--- config.mk ---
export PLATFORM = sky130hd
export DESIGN_NAME = dfc_ctrl
export DESIGN_NICKNAME = d
export VERILOG_FILES = /design/src/dfc_pkg.sv /design/src/dfc_ctrl.sv
export SDC_FILE = /design/constraint.sdc
export NUM_CORES = 1
export LEC_CHECK = 0
export ABC_AREA = 1
export BUFFER_PORTS_ARGS = -buffer_cell sky130_fd_sc_hd__buf_2
export CAP_MARGIN = 20
export CORE_AREA = 3 3 40 42
export DETAILED_ROUTE_END_ITERATION = 10
export DIE_AREA = 0 0 43 45
export MAX_ROUTING_LAYER = met4
export PLACE_DENSITY = 0.39
export SYNTH_ARGS = -nofsm -noshare
export SYNTH_HDL_FRONTEND = slang
export SYNTH_SLANG_ARGS = --single-unit
--- constraint.sdc ---
create_clock -name i_clk -period 1.6 [get_ports i_clk]
set_clock_uncertainty 0.15 [all_clocks]
set_input_delay 0.48 -clock i_clk [delete_from_list [all_inputs] [get_ports i_clk]]
set_output_delay 0.48 -clock i_clk [all_outputs]
set_load 0.03 [all_outputs]
--- src/dfc_pkg.sv ---
// Shared constants, codes and control types of the damped feedback comb filter.
`timescale 1ns / 1ps
`default_nettype none

package dfc_pkg;

    // Default sizes, handed down through the top level parameters
    localparam int MAX_DELAY_DEF   = 2048;
    localparam int SAMPLE_BITS_DEF = 16;

    // Configuration port
    localparam int CFG_IDX_W  = 2;
    localparam int CFG_DATA_W = 17;
    localparam int LEN_CFG_W  = 12;
    localparam int FB_W       = 16;
    localparam int COEF_W     = 17;

    localparam logic [CFG_IDX_W-1:0] CFG_DAMP     = 2'd0;
    localparam logic [CFG_IDX_W-1:0] CFG_FEEDBACK = 2'd1;
    localparam logic [CFG_IDX_W-1:0] CFG_LENGTH   = 2'd2;

    // Q1.16 unity
    localparam logic [COEF_W-1:0] Q_ONE = 17'h10000;

    // Request action codes
    localparam logic ACT_PROCESS = 1'b0;
    localparam logic ACT_CLEAR   = 1'b1;

    // Controller states
    typedef enum logic [1:0] {
        S_IDLE,
        S_LP_A,
        S_LP_B,
        S_WRITE
    } t_state;

    // Commands from controller to datapath
    typedef struct packed {
        logic load;    // capture sample, issue store read
        logic clear;   // reset position and fill count
        logic lp_a;    // delayed * (1 - damp)
        logic lp_b;    // state * damp, update lowpass state
        logic write;   // state * feedback + input, write store, load output
    } t_dp_cmd;

endpackage

`default_nettype wire

--- src/dfc_ctrl.sv ---
// Controller state machine: request sequencing and output valid.
`timescale 1ns / 1ps
`default_nettype none

module dfc_ctrl (
    input  wire logic            i_clk,
    input  wire logic            i_rst_n,
    input  wire logic            i_in_valid,
    output logic                 o_in_stall,
    input  wire logic            i_action,
    output logic                 o_out_valid,
    input  wire logic            i_out_stall,
    output dfc_pkg::t_dp_cmd     o_cmd
);

    import dfc_pkg::*;

    t_state r_state, n_state;
    logic   r_out_valid, n_out_valid;
    logic   in_accept;
    logic   out_taken;

    assign o_in_stall  = (r_state != S_IDLE);
    assign in_accept   = i_in_valid && !o_in_stall;
    assign out_taken   = r_out_valid && !i_out_stall;
    assign o_out_valid = r_out_valid;

    // State and output valid registers
    always_ff @(posedge i_clk) begin
        if (!i_rst_n) begin
            r_state     <= S_IDLE;
            r_out_valid <= 1'b0;
        end else begin
            r_state     <= n_state;
            r_out_valid <= n_out_valid;
        end
    end

    // Next state and commands
    always_comb begin
        n_state     = r_state;
        n_out_valid = out_taken ? 1'b0 : r_out_valid;
        o_cmd       = '0;
        unique case (r_state)
            S_IDLE: begin
                if (in_accept) begin
                    if (i_action == ACT_CLEAR) begin
                        o_cmd.clear = 1'b1;
                    end else begin
                        o_cmd.load = 1'b1;
                        n_state    = S_LP_A;
                    end
                end
            end
            S_LP_A: begin
                o_cmd.lp_a = 1'b1;
                n_state    = S_LP_B;
            end
            S_LP_B: begin
                o_cmd.lp_b = 1'b1;
                n_state    = S_WRITE;
            end
            S_WRITE: begin
                // wait until the output register is free
                if (!r_out_valid || out_taken) begin
                    o_cmd.write = 1'b1;
                    n_out_valid = 1'b1;
                    n_state     = S_IDLE;
                end
            end
            default: n_state = S_IDLE;
        endcase
    end

endmodule

`default_nettype wire

## After elaboration in Yosys (flattened, before gate mapping)

Cells that the tools add are included.

| operators by class | value |
|---|---|
| equality and inequality tests | 6 |
| muxes and demuxes | 15 |
| reduce and logical (&&, ||, !) cells | 9 |

Operators by type and width:

| cell | number |
|---|---|
| $mux 2 | 5 |
| $mux 1 | 9 |
| $pmux 2 s4 | 1 |
| $ne 2x2->1 const B | 3 |
| $eq 2x2->1 const B | 2 |
| $logic_not 1->1 | 3 |
| $reduce_and 3->1 | 1 |
| $eq 2x1->1 const B | 1 |
| $logic_and 1x1->1 | 2 |
| $logic_not 2->1 | 1 |
| $reduce_bool 2->1 | 1 |
| $logic_or 1x1->1 | 1 |

| word-level totals | value |
|---|---|
| bits in registers | 3 |
| input port bits | 5 |
| output and inout bits | 7 |
| logic and storage cells | 32 |

## Logic depth before layout (Yosys ltp)

Gate-level depths: netlist of the first run.

| logic depth | value |
|---|---|
| word-level depth | 5 |
| mapped depth | 6 |
| mapped depth without buffers | 6 |

## Worst setup path after synthesis of the first run

OpenSTA, ideal clock, no wires.

| timing | value |
|---|---|
| kind | reg-to-output |
| start point | register r_state[0] |
| end point | output port o_cmd[3] (netlist name) |
| data arrival time | 1.079 ns |
| data required time | 0.970 ns |
| path slack | -0.109 ns |
| cell stages (with the launch flop) | 5 |
| buffers on the path | 0 |
| path through | dfxtp_1 -> inv_1 -> ha_1 -> nand2_1 -> nor2_1 |

RTL lines:

| element | RTL line | source |
|---|---|---|
| from (decl) | dfc_ctrl.sv:18 | `t_state r_state, n_state;` |
| from (signal assigned) | dfc_ctrl.sv:34 | `r_state <= n_state;` |
| to (decl) | dfc_ctrl.sv:13 | `output dfc_pkg::t_dp_cmd o_cmd` |

==> results of run 1 <==
[per-layer routing]
layer,part of all wire,track usage,routed length (microns),up-vias
met4,0,0.0904,0,0
met1,0.36,0.0552,184,116
met2,0.57,0.102,290,6
li1,-,-,-,142
met3,0.061,0.0120,31,0
met5,0,-,0,-
[cells by family (layout without fill, tap and decap cells)]
| family | count (synthesis) | after routing | share of synthesized area |
|---|---|---|---|
| and+or+nand+nor | 14 | 14 | 0.276 |
| buffers and inverters | 6 | 28 | 0.0973 |
| adders and majority gates | 5 | 5 | 0.270 |
| AOI/OAI and AO/OA | 4 | 4 | 0.0973 |
| DFF | 3 | 3 | 0.259 |
[worst max path at each step]
stage	from	end	slack, ns	cells past startpoint
3_3_place_gp	r_state[0]	o_cmd[4]	-0.008	5
6_report	r_state[1]	o_cmd[2]	-0.12	4
2_1_floorplan	r_state[0]	o_cmd[3]	-0.11	4
3_5_place_dp	r_state[0]	o_cmd[4]	-0.02	5
4_1_cts	r_state[0]	o_cmd[4]	-0.14	5
5_1_grt	r_state[0]	o_cmd[0]	-0.17	4
[worst min-delay path: cells and delay by family]
family        cells  cell delay [ns]
buf+inv           1             0.11
simple gates      2             0.09
[power groups by stage]
stage                     combinational, mW  clock, mW  sequential [mW]
after floorplan                       0.317          0            0.135
after global placement                0.475          0            0.136
after detailed placement              0.470          0            0.135
after CTS                             0.623      0.140            0.143
after global routing                  0.707      0.143            0.160
final                                 0.644      0.130            0.152
[metrics by stage]
stage	TNS, ns	worst slack (ns)	std cells	hold slack (ns)
2_1_floorplan	-0.217	-0.109	32	0.353
3_3_place_gp	-0.0143	-0.00769	62	0.371
3_5_place_dp	-0.0298	-0.0173	62	0.374
4_1_cts	-0.605	-0.138	68	0.333
5_1_grt	-0.777	-0.174	69	0.341
6_report	-0.457	-0.118	69	0.341
[flip-flops by register name, indices dropped and copies added, names as in the netlist]
signal       flops
o_out_valid      1
r_state          2
[placed cells by master (no fill, tap or decap)]
| cell | synthesis | layout |
|---|---|---|
| sky130_fd_sc_hd__a21boi_0 | 1 | 1 |
| sky130_fd_sc_hd__a21oi_2 | 0 | 1 |
| sky130_fd_sc_hd__buf_6 | 0 | 4 |
| sky130_fd_sc_hd__inv_1 | 6 | 4 |
| sky130_fd_sc_hd__nand2_2 | 1 | 2 |
| sky130_fd_sc_hd__dfxtp_1 | 3 | 1 |
| sky130_fd_sc_hd__clkbuf_1 | 0 | 1 |
| sky130_fd_sc_hd__ha_2 | 0 | 2 |
| sky130_fd_sc_hd__ha_4 | 0 | 1 |
| sky130_fd_sc_hd__inv_2 | 0 | 1 |
| sky130_fd_sc_hd__inv_4 | 0 | 1 |
| sky130_fd_sc_hd__buf_4 | 0 | 9 |
| sky130_fd_sc_hd__dfxtp_2 | 0 | 1 |
| sky130_fd_sc_hd__nand2_1 | 5 | 4 |
| sky130_fd_sc_hd__buf_2 | 0 | 5 |
| sky130_fd_sc_hd__nand3_2 | 1 | 1 |
| sky130_fd_sc_hd__nand3_1 | 2 | 2 |
| sky130_fd_sc_hd__ha_1 | 5 | 2 |
| sky130_fd_sc_hd__dfxtp_4 | 0 | 1 |
| sky130_fd_sc_hd__a21oi_1 | 3 | 2 |
| sky130_fd_sc_hd__nor2_1 | 5 | 5 |
| sky130_fd_sc_hd__clkbuf_4 | 0 | 3 |
[layout make-up]
class                           count  area (sq um)
Sequential cell                     3          65.1
Multi-Input combinational cell     23           173
Inverter                            6          25.0
Fill cell                         140           840
Clock buffer                        4          26.3
Tap cell                           15          18.8
Timing Repair Buffer               18           138
[timing repair]
item,CTS,global route
buffers inserted,2,1
gates resized for setup,17,4
endpoints found under the setup margin,6,6
hold buffers,0,0
pin swaps,2,2
==> flow_summary.toml, run 1 <==
[placement]
finalWeightedCongestion = 0.601
dp.final_hpwl_microns = 395
port_buffers = 11
placed_standard_cell_area_sq_um = 339

[clock_tree]
cts_buffer_depth = 2
clock_tree_from_tritoncts = "done"
worst_skew_pair.late_latency_ns = 0.23
root_buffer = "sky130_fd_sc_hd__clkbuf_4"
tritoncts.num_buffers = 3
worst_setup_hold_path_clk_slew_ns = 0.04
clock-sinks = 3
clock_tree.htree_level_count = 1

[min_path]
worstHoldPathCells = 3
min-delay-start = "i_rst_n"
tightest_hold_check_type = "in -> reg"
timing.hold.worst_endpoint = "r_state[1]"

[finish]
final_design_area_no_fill_sq_um = 445
antenna_cells_inserted = 0
syn_to_final_growth_pct = 92.4
num-nets-final = 65
drive_gt1_frac = 0.593
final_core_util = 0.347

[worst_setup_path]
cp_num_buf_inv = 3
arrival_ns = 1.09
cpLargestDelayFamily = "flip-flops"
endpoint_of_the_most_critical_register_to_register_path = "r_state[0]"
r2r.worst_path.cells = 9
nature_of_the_critical_path_startpoint = "flop"
critical_r2r_launch = "r_state[0]"
maximum_fanout_along_the_worst_path = 4
critPathSlowestCell = "sky130_fd_sc_hd__dfxtp_2"
critical_path.endpoint_type = "output port"
path_type_of_the_worst_setup_path = "reg -> out"
crit_chain = "inv_2 -> buf_4 -> ha_1 -> buf_6"
regToRegSetupSlack_ns = 0.10
worst_path_required_ns = 0.97
critical-path-max-stage-delay_ns = 0.35

[timing]
drv_slew = 0
layout_min_cycle_time_ns = 1.72
setup-violations-final = 6
setup_slack_ns = -0.118
timing_worst_slew_pin_value_ns = 0.158
final_clock_period_utilization_by_the_worst_path = 1.07
finalHoldViolCount = 0
timing.fmax_ghz = 0.582
rsz_0062_raised_after_global_routing = "true"
maxSlewHeadroom = 0.895

[detailed_routing]
drt_first_pass_iters = 4
via_count = 264
route.detailed.drc = 0
routed_wire_per_std_cell_microns = 7.33
detail-route-antenna-nets = 0
drt_iter0_drc = 1
number_of_vias_per_cell_after_detailed_routing = 3.83
routed_wirelength_microns = 506

[synth]
yosys-top-cells-count = "6 x sky130_fd_sc_hd__inv_1, 5 x sky130_fd_sc_hd__ha_1, 5 x sky130_fd_sc_hd__nand2_1, 5 x sky130_fd_sc_hd__nor2_1"
async_flop_share = 0
synth-warning-count = 0
ys_seq_area_frac = 0.259
synthesis.area_sq_um = 231
postSynth.topFlopCell = "sky130_fd_sc_hd__dfxtp_1"
post_synth_edffs = 0
synth.most_common_cell = "sky130_fd_sc_hd__inv_1"
synth.largest_area_cell = "sky130_fd_sc_hd__ha_1"
netlist_instances = 32
synthesis.area_per_instance_sq_um = 7.23
postSynthNetCount = 42
synth_largest_type_area_fraction = 0.270
synthTopCellsByArea = "sky130_fd_sc_hd__ha_1 27%, sky130_fd_sc_hd__dfxtp_1 26%, sky130_fd_sc_hd__inv_1 9.7%, sky130_fd_sc_hd__nand2_1 8.1%, sky130_fd_sc_hd__nor2_1 8.1%"
ys_seq_elements = 3
yosys.cell_types.count = 10

[power]
seq_power_share = 0.165
power.total_mw = 0.926
switching_power_mw = 0.397
share_comb_of_total_power = 0.695
swShare = 0.429
peakVddDrop_mv = 0.582
intPower_mw = 0.529
power.static_leakage_nw = 0.224
pd_cells_nw_per_um2 = 2080
clock_power_share = 0.140

[floorplanning]
die_area_sq_um = 1940
die_h_microns = 45
die_w_microns = 43
start_util = 0.180
fp.coreArea_sq_um = 1280
number_of_top_level_pins = 12
rows = 13

[global_routing]
first_global_vias = 252
grt_first_pass_wirelength_microns = 848
grt-ovfl-total = 0
initial_antenna_violation_count = 0
grt_max_degree = 5
global_route.usage.total = 0.0642

[run_status]
failed_checks = "negative setup slack"
outcome = "finished, violations left"

[run]
cap_viol_max_count = 0
Note: power is estimated with default switching activity, not from simulation.
==> run 2: changes to the inputs <==
--- a/config.mk
+++ b/config.mk
@@ -8,11 +8,12 @@
 export ABC_AREA = 1
 export BUFFER_PORTS_ARGS = -buffer_cell sky130_fd_sc_hd__buf_2
 export CAP_MARGIN = 20
+export CELL_PAD_IN_SITES_DETAIL_PLACEMENT = 0
+export CELL_PAD_IN_SITES_GLOBAL_PLACEMENT = 1
 export CORE_AREA = 3 3 40 42
 export DETAILED_ROUTE_END_ITERATION = 10
 export DIE_AREA = 0 0 43 45
-export MAX_ROUTING_LAYER = met4
-export PLACE_DENSITY = 0.39
+export PLACE_DENSITY = 0.51
 export SYNTH_ARGS = -nofsm -noshare
 export SYNTH_HDL_FRONTEND = slang
 export SYNTH_SLANG_ARGS = --single-unit
==> run 2 against run 1 <==
Effect of this change:
- the flow still finishes with violations (negative setup slack)
- register-to-register slack improved by 0.16 ns
- first-iteration DRC count stayed put
- sequential cell count is the same
- critical endpoint is now o_cmd[3]
==> flow_summary.toml, run 2 (same netlist as run 1, synthesis figures left out) <==
[global_routing]
first_global_vias = 249
global_route.usage.total = 0.0732
grt_first_pass_wirelength_microns = 952
grt_max_degree = 5
initial_antenna_violation_count = 0
grt-ovfl-total = 0

[timing]
layout_min_cycle_time_ns = 1.70
drv_slew = 0
timing.fmax_ghz = 0.590
finalHoldViolCount = 0
timing_worst_slew_pin_value_ns = 0.156
rsz_0062_raised_after_global_routing = "true"
setup_slack_ns = -0.0957
setup-violations-final = 6
final_clock_period_utilization_by_the_worst_path = 1.06
maxSlewHeadroom = 0.896

[clock_tree]
clock-sinks = 3
cts_buffer_depth = 2
clock_tree_from_tritoncts = "done"
clock_tree.htree_level_count = 1
worst_skew_pair.late_latency_ns = 0.23
tritoncts.num_buffers = 3
worst_setup_hold_path_clk_slew_ns = 0.03
cts_hold_repair.buffers = 0
root_buffer = "sky130_fd_sc_hd__clkbuf_4"

[run_status]
failed_checks = "negative setup slack"
outcome = "finished, violations left"

[worst_setup_path]
nature_of_the_critical_path_startpoint = "flop"
arrival_ns = 1.07
critical_path.endpoint_type = "output port"
crit_chain = "inv_4 -> ha_4 -> nand2_2 -> nor2_1 -> buf_4"
maximum_fanout_along_the_worst_path = 4
critical-path-max-stage-delay_ns = 0.35
cpLargestDelayFamily = "flip-flops"
critPathSlowestCell = "sky130_fd_sc_hd__dfxtp_4"
worst_path_required_ns = 0.97
path_type_of_the_worst_setup_path = "reg -> out"
cp_num_buf_inv = 2

[finish]
num-nets-final = 66
area.sequential_sq_um = 67.6
antenna_cells_inserted = 0
multi_input_area_sq_um = 193
mostFrequentLayoutCells = "9 x sky130_fd_sc_hd__buf_4, 5 x sky130_fd_sc_hd__nor2_1, 5 x sky130_fd_sc_hd__buf_2, 5 x sky130_fd_sc_hd__buf_6"
fill_cells = 138
layout.cells.most_common = "sky130_fd_sc_hd__buf_4"
syn_to_final_growth_pct = 108
drive_gt1_frac = 0.600
largest_register = "r_state"
largest_register_ff_count = 2

[detailed_routing]
routed_wirelength_microns = 543
via_count = 268
met3_wirelength_microns = 36
detail-route-antenna-nets = 0
route.detailed.drc = 0
met2_length_microns = 296
routed_wire_per_std_cell_microns = 7.76
drt_first_pass_iters = 2
number_of_vias_per_cell_after_detailed_routing = 3.83
met1_length_microns = 210
drt_iter0_drc = 1
highest_layer = "met3"

[power]
pd_cells_nw_per_um2 = 2080
power.static_leakage_nw = 0.237
peakVddDrop_mv = 0.631
power.total_mw = 1.00

[floorplanning]
fp.coreArea_sq_um = 1280
die_w_microns = 43
die_h_microns = 45
rows = 13
number_of_top_level_pins = 12
die_area_sq_um = 1940
start_util = 0.180

[placement]
finalWeightedCongestion = 0.640
port_buffers = 11
place_ws_ns = 0.0110

[min_path]
tightest_hold_check_type = "in -> reg"

[run]
cap_viol_max_count = 0
[run 2: worst register-to-register path, stage by stage, from the launching register on]
cell and delay, ns:
sky130_fd_sc_hd__dfxtp_4 0.36, sky130_fd_sc_hd__inv_4 0.04, sky130_fd_sc_hd__buf_6 0.11, sky130_fd_sc_hd__buf_4 0.12, sky130_fd_sc_hd__ha_1 0.16, sky130_fd_sc_hd__nor2_1 0.10, sky130_fd_sc_hd__nand3_1 0.08, sky130_fd_sc_hd__nand2_1 0.06
sky130_fd_sc_hd__nor2_1 0.03
[run 2: per-layer routing]
metal	GRT usage	vias to the layer above
met1	0.0625	117
met3	0.0239	0
met2	0.123	7
met4	0.0904	0
li1	-	144
met5	0	-
[run 2: what timing repair did]
| action | 4_1_cts | 5_1_grt |
|---|---|---|
| gates resized for setup | 21 | 5 |
| pin swaps | 2 | 2 |
| setup buffers | 3 | 1 |
| endpoints found under the setup margin | 6 | 6 |
[run 2: power breakdown]
part	leakage (nW)	internal (mW)	total (mW)	switching, mW
Combinational	0.196	0.361	0.712	0.351
Clock	0.0150	0.0933	0.130	0.0369
Sequential	0.0259	0.119	0.159	0.0405
[run 2: final timing paths]
path	start	to	slack (ns)	cells past startpoint
worst max-delay path	r_state[0]	o_cmd[3]	-0.1	5
worst min register to register	o_out_valid	o_out_valid	0.37	2
worst min-delay path	i_rst_n	r_state[0]	0.34	3
worst max register to register	r_state[1]	r_state[0]	0.26	8
[run 2: final cells by class]
class / instances / area share
Inverter: 6 / 0.0571
Multi-Input combinational cell: 23 / 0.400
Tap cell: 15 / 0.0390
Timing Repair Buffer: 19 / 0.309
Sequential cell: 3 / 0.140
Clock buffer: 4 / 0.0545
[run 2: per-stage QoR]
stage	utilization	cell area (sq um)	TNS [ns]	std cells	hold WS, ns
detailed placement	0.264	339	0	62	0.377
CTS	0.358	460	-0.571	69	0.336
finish	0.375	482	-0.424	70	0.344
global placement	0.264	339	-0.00143	62	0.378
global route	0.375	482	-0.809	70	0.346
floorplan	-	235	-0.217	32	0.353
==> run 3: changes to the inputs <==
--- a/config.mk
+++ b/config.mk
@@ -13,7 +13,9 @@
 export CORE_AREA = 3 3 40 42
 export DETAILED_ROUTE_END_ITERATION = 10
 export DIE_AREA = 0 0 43 45
+export GPL_TIMING_DRIVEN = 1
 export PLACE_DENSITY = 0.51
+export SKIP_CTS_REPAIR_TIMING = 1
 export SYNTH_ARGS = -nofsm -noshare
 export SYNTH_HDL_FRONTEND = slang
 export SYNTH_SLANG_ARGS = --single-unit
==> run 3 against run 2 <==
Effect of this change:
- the flow still finishes with violations (negative setup slack)
- setup slack got worse by 0.032 ns
- combinational power down 8.7%
- via count decreased by 4.9%
- clock power is essentially flat
- cell count shrank 2.9%
==> flow_summary.toml, run 3 (same netlist as run 1, synthesis figures left out) <==
[placement]
finalWeightedCongestion = 0.640
port_buffers = 11

[floorplanning]
die_area_sq_um = 1940
die_h_microns = 45
number_of_top_level_pins = 12
start_util = 0.180
rows = 13
die_w_microns = 43
fp.coreArea_sq_um = 1280

[run_status]
outcome = "finished, violations left"
failed_checks = "negative setup slack"

[min_path]
worstHoldPathCells = 3
tightest_hold_check_type = "in -> reg"
min-delay-start = "i_rst_n"
timing.hold.worst_endpoint = "r_state[0]"

[worst_setup_path]
r2r.worst_path.cells = 8
critical_r2r_launch = "r_state[0]"
nature_of_the_critical_path_startpoint = "flop"
endpoint_of_the_most_critical_register_to_register_path = "r_state[0]"
path_type_of_the_worst_setup_path = "reg -> out"
critical_path.endpoint_type = "output port"
maximum_fanout_along_the_worst_path = 4
worst_path_required_ns = 0.97
regToRegSetupSlack_ns = 0.27
arrival_ns = 1.10

[detailed_routing]
routed_wire_per_std_cell_microns = 7.54
met3_wirelength_microns = 36
detail-route-antenna-nets = 0
highest_layer = "met3"
number_of_vias_per_cell_after_detailed_routing = 3.75
routed_wirelength_microns = 513
drt_first_pass_iters = 2
via_count = 255
route.detailed.drc = 0
met1_length_microns = 226
drt_iter0_drc = 2
met2_length_microns = 250

[clock_tree]
tritoncts.num_buffers = 3
cts_buffer_depth = 2
root_buffer = "sky130_fd_sc_hd__clkbuf_4"
clock_tree.htree_level_count = 1
worst_skew_pair.late_latency_ns = 0.23
clock_tree_from_tritoncts = "done"
clock-sinks = 3
worst_setup_hold_path_clk_slew_ns = 0.03

[power]
power.static_leakage_nw = 0.221
peakVddDrop_mv = 0.616
pd_cells_nw_per_um2 = 2090

[timing]
whs_ns = 0.344
finalHoldViolCount = 0
drv_slew = 0
timing.fmax_ghz = 0.579
final_clock_period_utilization_by_the_worst_path = 1.08
timing_worst_slew_pin_value_ns = 0.156
maxSlewHeadroom = 0.896
rsz_0062_raised_after_global_routing = "true"
setup_slack_ns = -0.128
layout_min_cycle_time_ns = 1.73
setup-violations-final = 6

[global_routing]
grt_first_pass_wirelength_microns = 772
grt_max_degree = 5
global_route.usage.total = 0.0607
first_global_vias = 209
initial_antenna_violation_count = 0
grt-ovfl-total = 0

[finish]
layout.cells.most_common = "sky130_fd_sc_hd__buf_4"
largest_register_ff_count = 2
largest_register = "r_state"
antenna_cells_inserted = 0
drive_gt1_frac = 0.604
final_core_util = 0.352
mostFrequentLayoutCells = "8 x sky130_fd_sc_hd__buf_4, 5 x sky130_fd_sc_hd__nor2_1, 5 x sky130_fd_sc_hd__buf_2"
fill_cells = 143
syn_to_final_growth_pct = 95.7
num-nets-final = 64

[run]
cap_viol_max_count = 0
-- run 3: final cells by class --
| class | instances | area (sq um) | area share |
|---|---|---|---|
| multi-input cells | 23 | 183 | 0.403 |
| repair buffers | 17 | 130 | 0.287 |
| flip-flops and latches | 3 | 67.6 | 0.149 |
| inverters | 6 | 27.5 | 0.0608 |
| clock buffers | 4 | 26.3 | 0.0580 |
| well taps | 15 | 18.8 | 0.0414 |
-- run 3: how the worst max path moves through the flow --
stage | startpoint | to | slack (ns) | depth (start not counted)
2_1_floorplan | r_state[0] | o_cmd[3] | -0.11 | 4
3_3_place_gp | r_state[0] | o_cmd[3] | -0.001 | 5
3_5_place_dp | r_state[0] | o_cmd[1] | 0.01 | 4
4_1_cts | r_state[0] | o_cmd[3] | -0.24 | 5
5_1_grt | r_state[1] | o_cmd[4] | -0.19 | 5
6_report | r_state[0] | o_cmd[1] | -0.13 | 4
-- run 3: critical path, cell delays in order, from the launching register on --
cell	delay, ns
sky130_fd_sc_hd__dfxtp_4	0.38
sky130_fd_sc_hd__inv_4	0.04
sky130_fd_sc_hd__buf_4	0.13
sky130_fd_sc_hd__ha_2	0.18
sky130_fd_sc_hd__buf_6	0.13
-- run 3: where the power goes --
group / switching (mW) / internal [mW]
clock: 0.0369 / 0.0933
combinational: 0.325 / 0.324
sequential: 0.0498 / 0.119
-- run 3: per-stage QoR --
step	TNS (ns)	power, mW	setup WS [ns]	cells	instance area (sq um)
CTS	-1.32	0.745	-0.242	66	365
finish	-0.674	0.949	-0.128	68	453
detailed placement	0	0.604	0.0110	62	339
global route	-1.01	1.04	-0.189	68	453
floorplan	-0.217	0.452	-0.109	32	235
global placement	-0.00143	0.611	-0.00143	62	339
-- run 3: routing by layer --
layer | track usage | up-vias
met2 | 0.0868 | 7
met4 | 0.0904 | 0
li1 | - | 140
met3 | 0.0239 | 0
met5 | 0 | -
met1 | 0.0553 | 108
